==> src/rtl/core/trm_pkg.sv <==
package trm_pkg;

	localparam int HIST_DEPTH = 16;
	localparam int SLOT_W = (HIST_DEPTH > 1) ? $clog2(HIST_DEPTH) : 1;
	localparam int CNT_W = $clog2(HIST_DEPTH + 1);
	localparam int RATE_SCALE = 10000;
	localparam int NUM_RAW_W = $clog2((HIST_DEPTH - 1) * RATE_SCALE + 1);
	localparam int NUM_W = (NUM_RAW_W > 16) ? NUM_RAW_W : 17;
	localparam int STEP_W = $clog2(NUM_W + 1);
	localparam int STAMP_W = 32;
	localparam int CFG_W = 16;
	localparam int CFG_IDX_W = 3;

	typedef enum logic [1:0] {
		OP_TICK  = 2'd0,
		OP_TAP   = 2'd1,
		OP_CLEAR = 2'd2
	} op_t;

	typedef enum logic [CFG_IDX_W-1:0] {
		CFG_WINDOW   = 3'd0,
		CFG_MIN_GAP  = 3'd1,
		CFG_ON_LVL   = 3'd2,
		CFG_OFF_LVL  = 3'd3,
		CFG_DECAY    = 3'd4
	} cfg_idx_t;

	typedef enum logic [2:0] {
		ST_IDLE,
		ST_GAP,
		ST_SCAN,
		ST_CALC,
		ST_DIV,
		ST_FLAG,
		ST_OUT
	} state_t;

endpackage

==> src/rtl/core/tap_rate_meter_with_hysteresis.sv <==
// Tap rate meter with a high-rate flag.
// Input channel: in_valid / in_stall with opcode (tick, tap, clear) and now_ms.
// Output channel: out_valid / out_stall with rate_x10, fast_flag, tap_stored;
// exactly one output word per input word, in order.
// Config channel: cfg_valid / cfg_ready (always ready), cfg_index selects the
// register, cfg_data is the 16-bit value; write only while the block is idle.
// Time stamps live in a 16-entry RAM with a registered read. A tap
// reads the previous slot's stamp and, if the minimum gap is met, writes its own
// stamp to the current slot; then each word but a clear scans the RAM one entry per
// cycle, then, with two or more stamps in the window and the oldest before now_ms,
// runs a restoring divider one quotient bit per cycle, then updates the flag.
// One item is in flight at a time; the next word is taken the cycle after a
// result loads, and in_stall is high from acceptance until the result is in the
// output register. A clear skips the scan and goes straight to the output.
// A finished result waits in the output register while out_stall is high and
// the next input word is taken meanwhile; its result holds until the slot frees.
// Reset empties the ring (per-entry valid bits), zeroes rate and flag, and loads
// the default register values; no clearing pass is needed.
module tap_rate_meter_with_hysteresis (
	input  logic                          clk,
	input  logic                          arst_n,
	input  logic                          in_valid,
	output logic                          in_stall,
	input  logic [1:0]                    opcode,
	input  logic [trm_pkg::STAMP_W-1:0]   now_ms,
	output logic                          out_valid,
	input  logic                          out_stall,
	output logic [15:0]                   rate_x10,
	output logic                          fast_flag,
	output logic                          tap_stored,
	input  logic                          cfg_valid,
	output logic                          cfg_ready,
	input  logic [trm_pkg::CFG_IDX_W-1:0] cfg_index,
	input  logic [trm_pkg::CFG_W-1:0]     cfg_data
);

	import trm_pkg::*;

	state_t state_q, state_d;

	logic [CFG_W-1:0]   window_q, min_gap_q, on_lvl_q, off_lvl_q, decay_q;
	logic [1:0]         op_q;
	logic [STAMP_W-1:0] now_q;
	logic [SLOT_W-1:0]  slot_q;
	logic [HIST_DEPTH-1:0] vld_q;
	logic [CNT_W-1:0]   issue_q;
	logic [CNT_W-1:0]   cnt_q;
	logic [STAMP_W-1:0] oldest_q;
	logic [15:0]        rate_q;
	logic               flag_q;
	logic [STAMP_W-1:0] since_q;
	logic               stored_q;
	logic               rsp_v_s1;
	logic [SLOT_W-1:0]  rsp_slot_s1;
	logic               out_valid_q;
	logic [15:0]        rate_out_q;
	logic               flag_out_q;
	logic               stored_out_q;

	logic               accept;
	logic               out_free;
	logic               ram_we;
	logic [SLOT_W-1:0]  ram_raddr;
	logic [STAMP_W-1:0] ram_rdata;
	logic [SLOT_W-1:0]  prev_slot;
	logic [SLOT_W-1:0]  next_slot;
	logic [STAMP_W-1:0] prev_stamp;
	logic               gap_ok;
	logic [STAMP_W-1:0] scan_stamp;
	logic               scan_hit;
	logic               issue_more;
	logic               rate_ok;
	logic               div_start;
	logic               div_done;
	logic [NUM_W-1:0]   div_num;
	logic [NUM_W-1:0]   div_quot;

	assign accept    = in_valid && !in_stall;
	assign in_stall  = state_q != ST_IDLE;
	assign out_free  = !out_valid_q || !out_stall;
	assign cfg_ready = 1'b1;

	assign prev_slot = (slot_q == '0) ? SLOT_W'(HIST_DEPTH - 1) : SLOT_W'(slot_q - SLOT_W'(1));
	assign next_slot = (slot_q == SLOT_W'(HIST_DEPTH - 1)) ? '0 : SLOT_W'(slot_q + SLOT_W'(1));
	assign prev_stamp = vld_q[prev_slot] ? ram_rdata : '0;
	assign gap_ok = (prev_stamp == '0) ||
		(STAMP_W'(now_q - prev_stamp) >= {16'd0, min_gap_q});

	assign scan_stamp = vld_q[rsp_slot_s1] ? ram_rdata : '0;
	assign scan_hit   = (scan_stamp != '0) &&
		(STAMP_W'(now_q - scan_stamp) <= {16'd0, window_q});
	assign issue_more = issue_q < CNT_W'(HIST_DEPTH);

	assign rate_ok = (cnt_q >= CNT_W'(2)) && (oldest_q < now_q);
	assign div_num = NUM_W'((NUM_W'(cnt_q) - NUM_W'(1)) * NUM_W'(RATE_SCALE));

	trm_ram #(
		.WIDTH(STAMP_W),
		.DEPTH(HIST_DEPTH)
	) u_ring (
		.clk   (clk),
		.we    (ram_we),
		.waddr (slot_q),
		.wdata (now_q),
		.raddr (ram_raddr),
		.rdata (ram_rdata)
	);

	trm_div u_div (
		.clk    (clk),
		.arst_n (arst_n),
		.start  (div_start),
		.num    (div_num),
		.den    (STAMP_W'(now_q - oldest_q)),
		.done   (div_done),
		.quot   (div_quot)
	);

	always_ff @(posedge clk or negedge arst_n) begin
		if (!arst_n) begin
			state_q <= ST_IDLE;
		end else begin
			state_q <= state_d;
		end
	end

	always_comb begin
		state_d   = state_q;
		ram_we    = 1'b0;
		ram_raddr = issue_q[SLOT_W-1:0];
		div_start = 1'b0;
		unique case (state_q)
			ST_IDLE: begin
				ram_raddr = prev_slot;
				if (accept) begin
					priority case (opcode)
						OP_TAP:   state_d = ST_GAP;
						OP_CLEAR: state_d = ST_OUT;
						default:  state_d = ST_SCAN;
					endcase
				end
			end
			ST_GAP: begin
				ram_we  = gap_ok;
				state_d = ST_SCAN;
			end
			ST_SCAN: begin
				if (rsp_v_s1 && rsp_slot_s1 == SLOT_W'(HIST_DEPTH - 1)) begin
					state_d = ST_CALC;
				end
			end
			ST_CALC: begin
				div_start = rate_ok;
				state_d   = rate_ok ? ST_DIV : ST_FLAG;
			end
			ST_DIV: begin
				if (div_done) begin
					state_d = ST_FLAG;
				end
			end
			ST_FLAG: begin
				state_d = ST_OUT;
			end
			ST_OUT: begin
				if (out_free) begin
					state_d = ST_IDLE;
				end
			end
			default: begin
				state_d = ST_IDLE;
			end
		endcase
	end

	always_ff @(posedge clk or negedge arst_n) begin
		if (!arst_n) begin
			window_q  <= CFG_W'(1000);
			min_gap_q <= CFG_W'(30);
			on_lvl_q  <= CFG_W'(80);
			off_lvl_q <= CFG_W'(50);
			decay_q   <= CFG_W'(1000);
		end else if (cfg_valid && cfg_ready) begin
			unique case (cfg_index)
				CFG_WINDOW:  window_q  <= cfg_data;
				CFG_MIN_GAP: min_gap_q <= cfg_data;
				CFG_ON_LVL:  on_lvl_q  <= cfg_data;
				CFG_OFF_LVL: off_lvl_q <= cfg_data;
				CFG_DECAY:   decay_q   <= cfg_data;
				default: ;
			endcase
		end
	end

	always_ff @(posedge clk or negedge arst_n) begin
		if (!arst_n) begin
			slot_q      <= '0;
			vld_q       <= '0;
			rate_q      <= '0;
			flag_q      <= 1'b0;
			since_q     <= '0;
			rsp_v_s1    <= 1'b0;
			issue_q     <= '0;
			out_valid_q <= 1'b0;
		end else begin
			rsp_v_s1 <= (state_q == ST_SCAN) && issue_more;
			if (state_q == ST_IDLE && accept) begin
				issue_q <= '0;
				if (opcode == OP_CLEAR) begin
					slot_q  <= '0;
					vld_q   <= '0;
					rate_q  <= '0;
					since_q <= '0;
				end
			end
			if (ram_we) begin
				vld_q[slot_q] <= 1'b1;
				slot_q        <= next_slot;
			end
			if (state_q == ST_SCAN && issue_more) begin
				issue_q <= issue_q + CNT_W'(1);
			end
			if (state_q == ST_CALC && !rate_ok) begin
				rate_q <= '0;
			end
			if (state_q == ST_DIV && div_done) begin
				rate_q <= (|div_quot[NUM_W-1:16]) ? 16'hFFFF : div_quot[15:0];
			end
			if (state_q == ST_FLAG) begin
				if (rate_q >= on_lvl_q) begin
					since_q <= now_q;
					flag_q  <= 1'b1;
				end else if (flag_q && rate_q < off_lvl_q &&
						STAMP_W'(now_q - since_q) >= {16'd0, decay_q}) begin
					flag_q <= 1'b0;
				end
			end
			if (state_q == ST_OUT && out_free) begin
				out_valid_q <= 1'b1;
			end else if (out_valid_q && !out_stall) begin
				out_valid_q <= 1'b0;
			end
		end
	end

	always_ff @(posedge clk) begin
		if (state_q == ST_IDLE && accept) begin
			op_q     <= opcode;
			now_q    <= now_ms;
			cnt_q    <= '0;
			oldest_q <= now_ms;
			stored_q <= 1'b0;
		end
		if (state_q == ST_GAP) begin
			stored_q <= gap_ok;
		end
		if (state_q == ST_SCAN && issue_more) begin
			rsp_slot_s1 <= issue_q[SLOT_W-1:0];
		end
		if (rsp_v_s1 && scan_hit) begin
			cnt_q <= cnt_q + CNT_W'(1);
			if (scan_stamp < oldest_q) begin
				oldest_q <= scan_stamp;
			end
		end
		if (state_q == ST_OUT && out_free) begin
			rate_out_q   <= rate_q;
			flag_out_q   <= flag_q;
			stored_out_q <= stored_q;
		end
	end

	assign out_valid  = out_valid_q;
	assign rate_x10   = rate_out_q;
	assign fast_flag  = flag_out_q;
	assign tap_stored = stored_out_q;

	a_write_on_tap: assert property (@(posedge clk) disable iff (!arst_n)
		ram_we |-> state_q == ST_GAP && op_q == OP_TAP)
		else $error("ring written outside a tap");

	a_rsp_in_scan: assert property (@(posedge clk) disable iff (!arst_n)
		rsp_v_s1 |-> state_q == ST_SCAN)
		else $error("scan response outside scan");

	a_div_in_div: assert property (@(posedge clk) disable iff (!arst_n)
		div_done |-> state_q == ST_DIV)
		else $error("divider finished outside divide state");

	a_clear_result: assert property (@(posedge clk) disable iff (!arst_n)
		state_q == ST_OUT && op_q == OP_CLEAR |-> rate_q == '0 && !stored_q)
		else $error("clear result carries a rate or a stored tap");

endmodule

==> src/rtl/core/trm_ram.sv <==
module trm_ram #(
	parameter int WIDTH = 32,
	parameter int DEPTH = 16
) (
	input  logic                                      clk,
	input  logic                                      we,
	input  logic [((DEPTH > 1) ? $clog2(DEPTH) : 1)-1:0] waddr,
	input  logic [WIDTH-1:0]                          wdata,
	input  logic [((DEPTH > 1) ? $clog2(DEPTH) : 1)-1:0] raddr,
	output logic [WIDTH-1:0]                          rdata
);

	logic [WIDTH-1:0] mem_q [DEPTH];

	always_ff @(posedge clk) begin
		if (we) begin
			mem_q[waddr] <= wdata;
		end
		rdata <= mem_q[raddr];
	end

endmodule

==> src/rtl/core/trm_div.sv <==
module trm_div (
	input  logic                        clk,
	input  logic                        arst_n,
	input  logic                        start,
	input  logic [trm_pkg::NUM_W-1:0]   num,
	input  logic [trm_pkg::STAMP_W-1:0] den,
	output logic                        done,
	output logic [trm_pkg::NUM_W-1:0]   quot
);

	import trm_pkg::*;

	logic                busy_q;
	logic                done_q;
	logic [STEP_W-1:0]   step_q;
	logic [NUM_W-1:0]    quot_q;
	logic [STAMP_W-1:0]  rem_q;
	logic [STAMP_W-1:0]  den_q;
	logic [STAMP_W:0]    trial;
	logic                fits;

	assign trial = {rem_q, quot_q[NUM_W-1]};
	assign fits  = trial >= {1'b0, den_q};

	always_ff @(posedge clk or negedge arst_n) begin
		if (!arst_n) begin
			busy_q <= 1'b0;
			done_q <= 1'b0;
			step_q <= '0;
		end else begin
			done_q <= !start && busy_q && (step_q == STEP_W'(1));
			if (start) begin
				busy_q <= 1'b1;
				step_q <= STEP_W'(NUM_W);
			end else if (busy_q) begin
				step_q <= step_q - STEP_W'(1);
				if (step_q == STEP_W'(1)) begin
					busy_q <= 1'b0;
				end
			end
		end
	end

	always_ff @(posedge clk) begin
		if (start) begin
			quot_q <= num;
			rem_q  <= '0;
			den_q  <= den;
		end else if (busy_q) begin
			if (fits) begin
				rem_q <= STAMP_W'(trial - {1'b0, den_q});
			end else begin
				rem_q <= trial[STAMP_W-1:0];
			end
			quot_q <= {quot_q[NUM_W-2:0], fits};
		end
	end

	assign done = done_q;
	assign quot = quot_q;

	a_busy_steps: assert property (@(posedge clk) disable iff (!arst_n)
		busy_q |-> step_q != '0)
		else $error("divider busy with no steps left");

	a_done_after_busy: assert property (@(posedge clk) disable iff (!arst_n)
		done_q |-> $past(busy_q))
		else $error("divider done without a run");

	a_start_idle: assert property (@(posedge clk) disable iff (!arst_n)
		start |-> !busy_q)
		else $error("divider started while busy");

endmodule

==> config.mk <==
export PLATFORM = sky130hd
export DESIGN_NAME = tap_rate_meter_with_hysteresis
export DESIGN_NICKNAME = d
export VERILOG_FILES = /design/src/rtl/core/trm_pkg.sv /design/src/rtl/core/tap_rate_meter_with_hysteresis.sv /design/src/rtl/core/trm_ram.sv /design/src/rtl/core/trm_div.sv
export SDC_FILE = /design/constraint.sdc
export NUM_CORES = 2
export LEC_CHECK = 0
export ABC_AREA = 1
export BUFFER_PORTS_ARGS = -buffer_cell sky130_fd_sc_hd__buf_4
export CORE_MARGIN = 3
export CORE_UTILIZATION = 30
export DETAILED_ROUTE_END_ITERATION = 10
export GPL_TIMING_DRIVEN = 0
export PLACE_DENSITY_LB_ADDON = 0.05
export SYNTH_ARGS = -nofsm -noshare
export SYNTH_HDL_FRONTEND = slang
export SYNTH_SLANG_ARGS = --single-unit
export TNS_END_PERCENT = 10
==> constraint.sdc <==
create_clock -name clk -period 16.9 [get_ports clk]
set_input_delay 3.38 -clock clk [delete_from_list [all_inputs] [get_ports clk]]
set_output_delay 3.38 -clock clk [all_outputs]
set_load 0.01 [all_outputs]
==> metrics.txt <==
largest cells by area after synthesis edfxtp_1 (38%), nand2_1 (9.4%), ha_1 (7.9%), dfrtp_1 (7.4%), inv_1 (6.4%); share of the synthesized area in the top cell type a little under two fifths; MaxCap Viol Count 1; relative slew slack -2.33%; DPL Wire Length between 100000 and 150000 um; DRT antenna net count 1; Post-CTS Setup Inserts 0; Final Hold Fails 0; drt first pass iters 7; final setup margin between 9 and 10 ns; drt via density just under 5; Critical Path Max Stage Delay slightly below 0.5 ns; Placeable Area roughly 160000 um2; drc violations 0; clk slew on worst S/H paths ~0.060 ns; Switching Fraction 50.6%; Crit. End Element flop; starting density of the core 30.3%; I/O pins 79; R2R Setup Slk 9.86 ns; Die Span Y just over 400 um; H-tree depth 3; fraction of layout cells with a size suffix above 1 under 10%; Placement Setup Slack roughly 9.8 ns; initial antenna violation count 8; sequential fraction of the synthesis area 50.7%; clk_lat worst skew 0.73 ns; Final TNS setup 0 ns; Seq cells post-synth 884; yosys warns 0; Sw Pwr 6.60 mW; final slew viol count 22; leak pwr between 20 and 25 nW; Power Density between 200 and 250 nW/um2; row cnt ~150; IO Port Bufs 77; CTS root buf clkbuf_16; vias 38.5k; gate count of the mapped netlist 5493; VDD IR max 0.0000991 V; sequential share of power between 20% and 30%; die area 168000 um2; critical path arrival 7.51 ns; GRT overflow 0; CTS tree built; syn nets slightly below 6k; CP Max Fanout 12; DRT iter0 DRCs ~2.7k; RSZ-0062 raised after global routing false; Hold Crit Class flop to flop; ys flop type edfxtp_1; pin count of the biggest net entering global routing about 100; fmax about 0.14 GHz; Final period util 41.6%; Power Internal 6.45 mW; DIE WIDTH slightly above 400 um; WL final roughly 180000 um; cts repair resizes 0; Unique masters post-synth 62; Final GP Congestion between 0.8 and 0.9; failing checks antenna rules, capacitance limit, slew limit; Critical Path RT 17.38 ns; CTS buffer count roughly 110; GRT Util Overall between 20% and 30%; Clock Power Share 17.1%; number of global-route vias before repair 38.4k; cell taking the most area after synthesis edfxtp_1; # setup viols final 0; Avg Inst Size Synth 8.88 um2; slowest stage cell, crit path dfrtp_1; asr flop ratio synth a little under a fifth; worst-margin pin slew 1.53 ns; status finished, violations left; Logic pwr share slightly below 60%; Final #Nets 6083; wire length of the first global-routing pass between 200000 and 300000 um; area grow syn2layout 15.0%; most frequent CP cell nand2_1; CTS hold repair buffers 0; routed len/inst about 22 um; Post-synth EDFFs roughly 620; Worst setup SP type flop; clock sinks between 800 and 900; critical path type flop to flop; Final Critical Period 7.04 ns; Post-Synthesis Cell Area 48800 um2; Layout Skew between 0.04 and 0.05 ns; largest buffer count on any clock path 3
-- power groups by stage --
stage | registers [mW] | logic (mW) | clock network, mW
after floorplan | 2.98 | 5.16 | 0
after global placement | 3.21 | 7.67 | 0
after detailed placement | 3.20 | 7.67 | 0
after CTS | 3.16 | 7.73 | 2.29
after global routing | 3.19 | 8.68 | 2.37
final | 3.16 | 7.66 | 2.22
-- placed cells by master, fill, tap and decap left out, types with 18 or more instances in the layout --
| cell type | synthesis | final |
|---|---|---|
| clkbuf_16 | 0 | 108 |
| clkinv_1 | 1 | 18 |
| o21bai_1 | 19 | 19 |
| dfxtp_1 | 100 | 100 |
| nor3_1 | 28 | 28 |
| xor2_1 | 83 | 83 |
| dfrtp_1 | 145 | 145 |
| o21ai_0 | 415 | 415 |
| inv_1 | 831 | 830 |
| nand3_1 | 406 | 406 |
| buf_4 | 3 | 79 |
| ha_1 | 308 | 308 |
| o211ai_1 | 160 | 160 |
| nand4_1 | 41 | 41 |
| dfstp_2 | 21 | 21 |
| nor2_4 | 2 | 18 |
| nor2_1 | 294 | 277 |
| xnor2_1 | 53 | 53 |
| buf_2 | 39 | 39 |
| clkbuf_1 | 124 | 144 |
| edfxtp_1 | 618 | 618 |
| nand2_1 | 1217 | 1217 |
| a21oi_1 | 367 | 367 |
| clkinv_2 | 0 | 25 |
-- metrics by stage --
stage	util (%)	hold WS, ns	instances	cell area (um2)	power (mW)
after CTS	34.8	0.421	7950	56100	13.2
after global routing	34.8	0.434	7951	56100	14.2
after detailed placement	32.7	0.405	7753	52700	10.9
final	34.8	0.418	7956	56100	13.0
after global placement	32.3	0.407	7730	52100	10.9
after floorplan	-	0.400	5493	48800	8.13
-- cell usage after synthesis, types with 14 or more instances --
master,n
nand2_1,1217
xnor2_1,53
inv_1,831
dfstp_2,21
clkbuf_1,124
a21oi_1,367
buf_2,39
a21o_1,16
o21bai_1,19
dfxtp_1,100
ha_1,308
o211ai_1,160
nor3_1,28
nand4_1,41
nand3b_1,14
o21ai_0,415
nand3_1,406
xor2_1,83
edfxtp_1,618
dfrtp_1,145
fa_1,16
nor2_1,294
o41ai_1,17
-- metal layers --
layer	vias up	global-route usage [%]	wire length, um
met5	-	0	0
met4	0	5.34	4800
met3	224	2.23	5870
met2	760	36.2	85800
met1	18500	28.0	81500
li1	18992	-	-
-- worst max-delay path, delay by kind of cell, from the launching register on --
kind	cells	cell delay [ns]
adders and majority gates	3	0.97
xor gates and xnor gates	1	0.21
DFF	1	0.49
and+or+nand+nor	19	2.33
buffers and inverters	9	1.64
AOI/OAI and AO/OA	5	1.08
-- final timing paths --
| kind | startpoint | endpoint | cells after the start |
|---|---|---|---|
| worst max-delay path | slot_q[0] | u_ring.mem_q[6][19] | 37 |
| worst min-delay path | stored_q | tap_stored | 0 |
| worst max register to register | slot_q[0] | u_ring.mem_q[6][19] | 37 |
| worst min register to register | stored_q | tap_stored | 0 |
| max in group asynchronous | arst_n | since_q[12] | 2 |
| min in group asynchronous | arst_n | on_lvl_q[13] | 1 |
-- logic make-up (layout without fill, tap and decap cells) --
| family | Yosys count | in the layout | synth area share (%) |
|---|---|---|---|
| AOI/OAI and AO/OA | 1087 | 1087 | 12.7 |
| adders and majority gates | 324 | 324 | 8.55 |
| xor gates and xnor gates | 136 | 136 | 2.44 |
| buffers and inverters | 1020 | 1318 | 8.12 |
| other | 1 | 6 | 0.00768 |
| and+or+nand+nor | 2041 | 2041 | 17.4 |
| DFF | 884 | 884 | 50.7 |
-- cell type report --
type	instances	area [um2]
Antenna cell	5	12.5
Buffer	183	820
Clock buffer	144	2990
Clock inverter	53	362
Fill cell	16850	105000
Inverter	837	3140
Multi-Input combinational cell	3589	20200
Sequential cell	884	24700
Tap cell	2160	2700
Timing Repair Buffer	101	1120
-- sequential cells by signal, indices dropped and copies added, names as in the netlist, 4 cells and up --
name / flops
u_div.step_q: 5
u_div.quot: 18
u_ring.mem_q: 512
rsp_slot_s1: 4
oldest_q: 32
on_lvl_q: 16
vld_q: 16
off_lvl_q: 16
rate_x10: 16
u_div.den_q: 32
u_ring.rdata: 32
u_div.rem_q: 32
rate_q: 16
since_q: 32
decay_q: 16
issue_q: 5
window_q: 16
slot_q: 4
min_gap_q: 16
cnt_q: 5
now_q: 32
(Power assumes the default switching activity.)
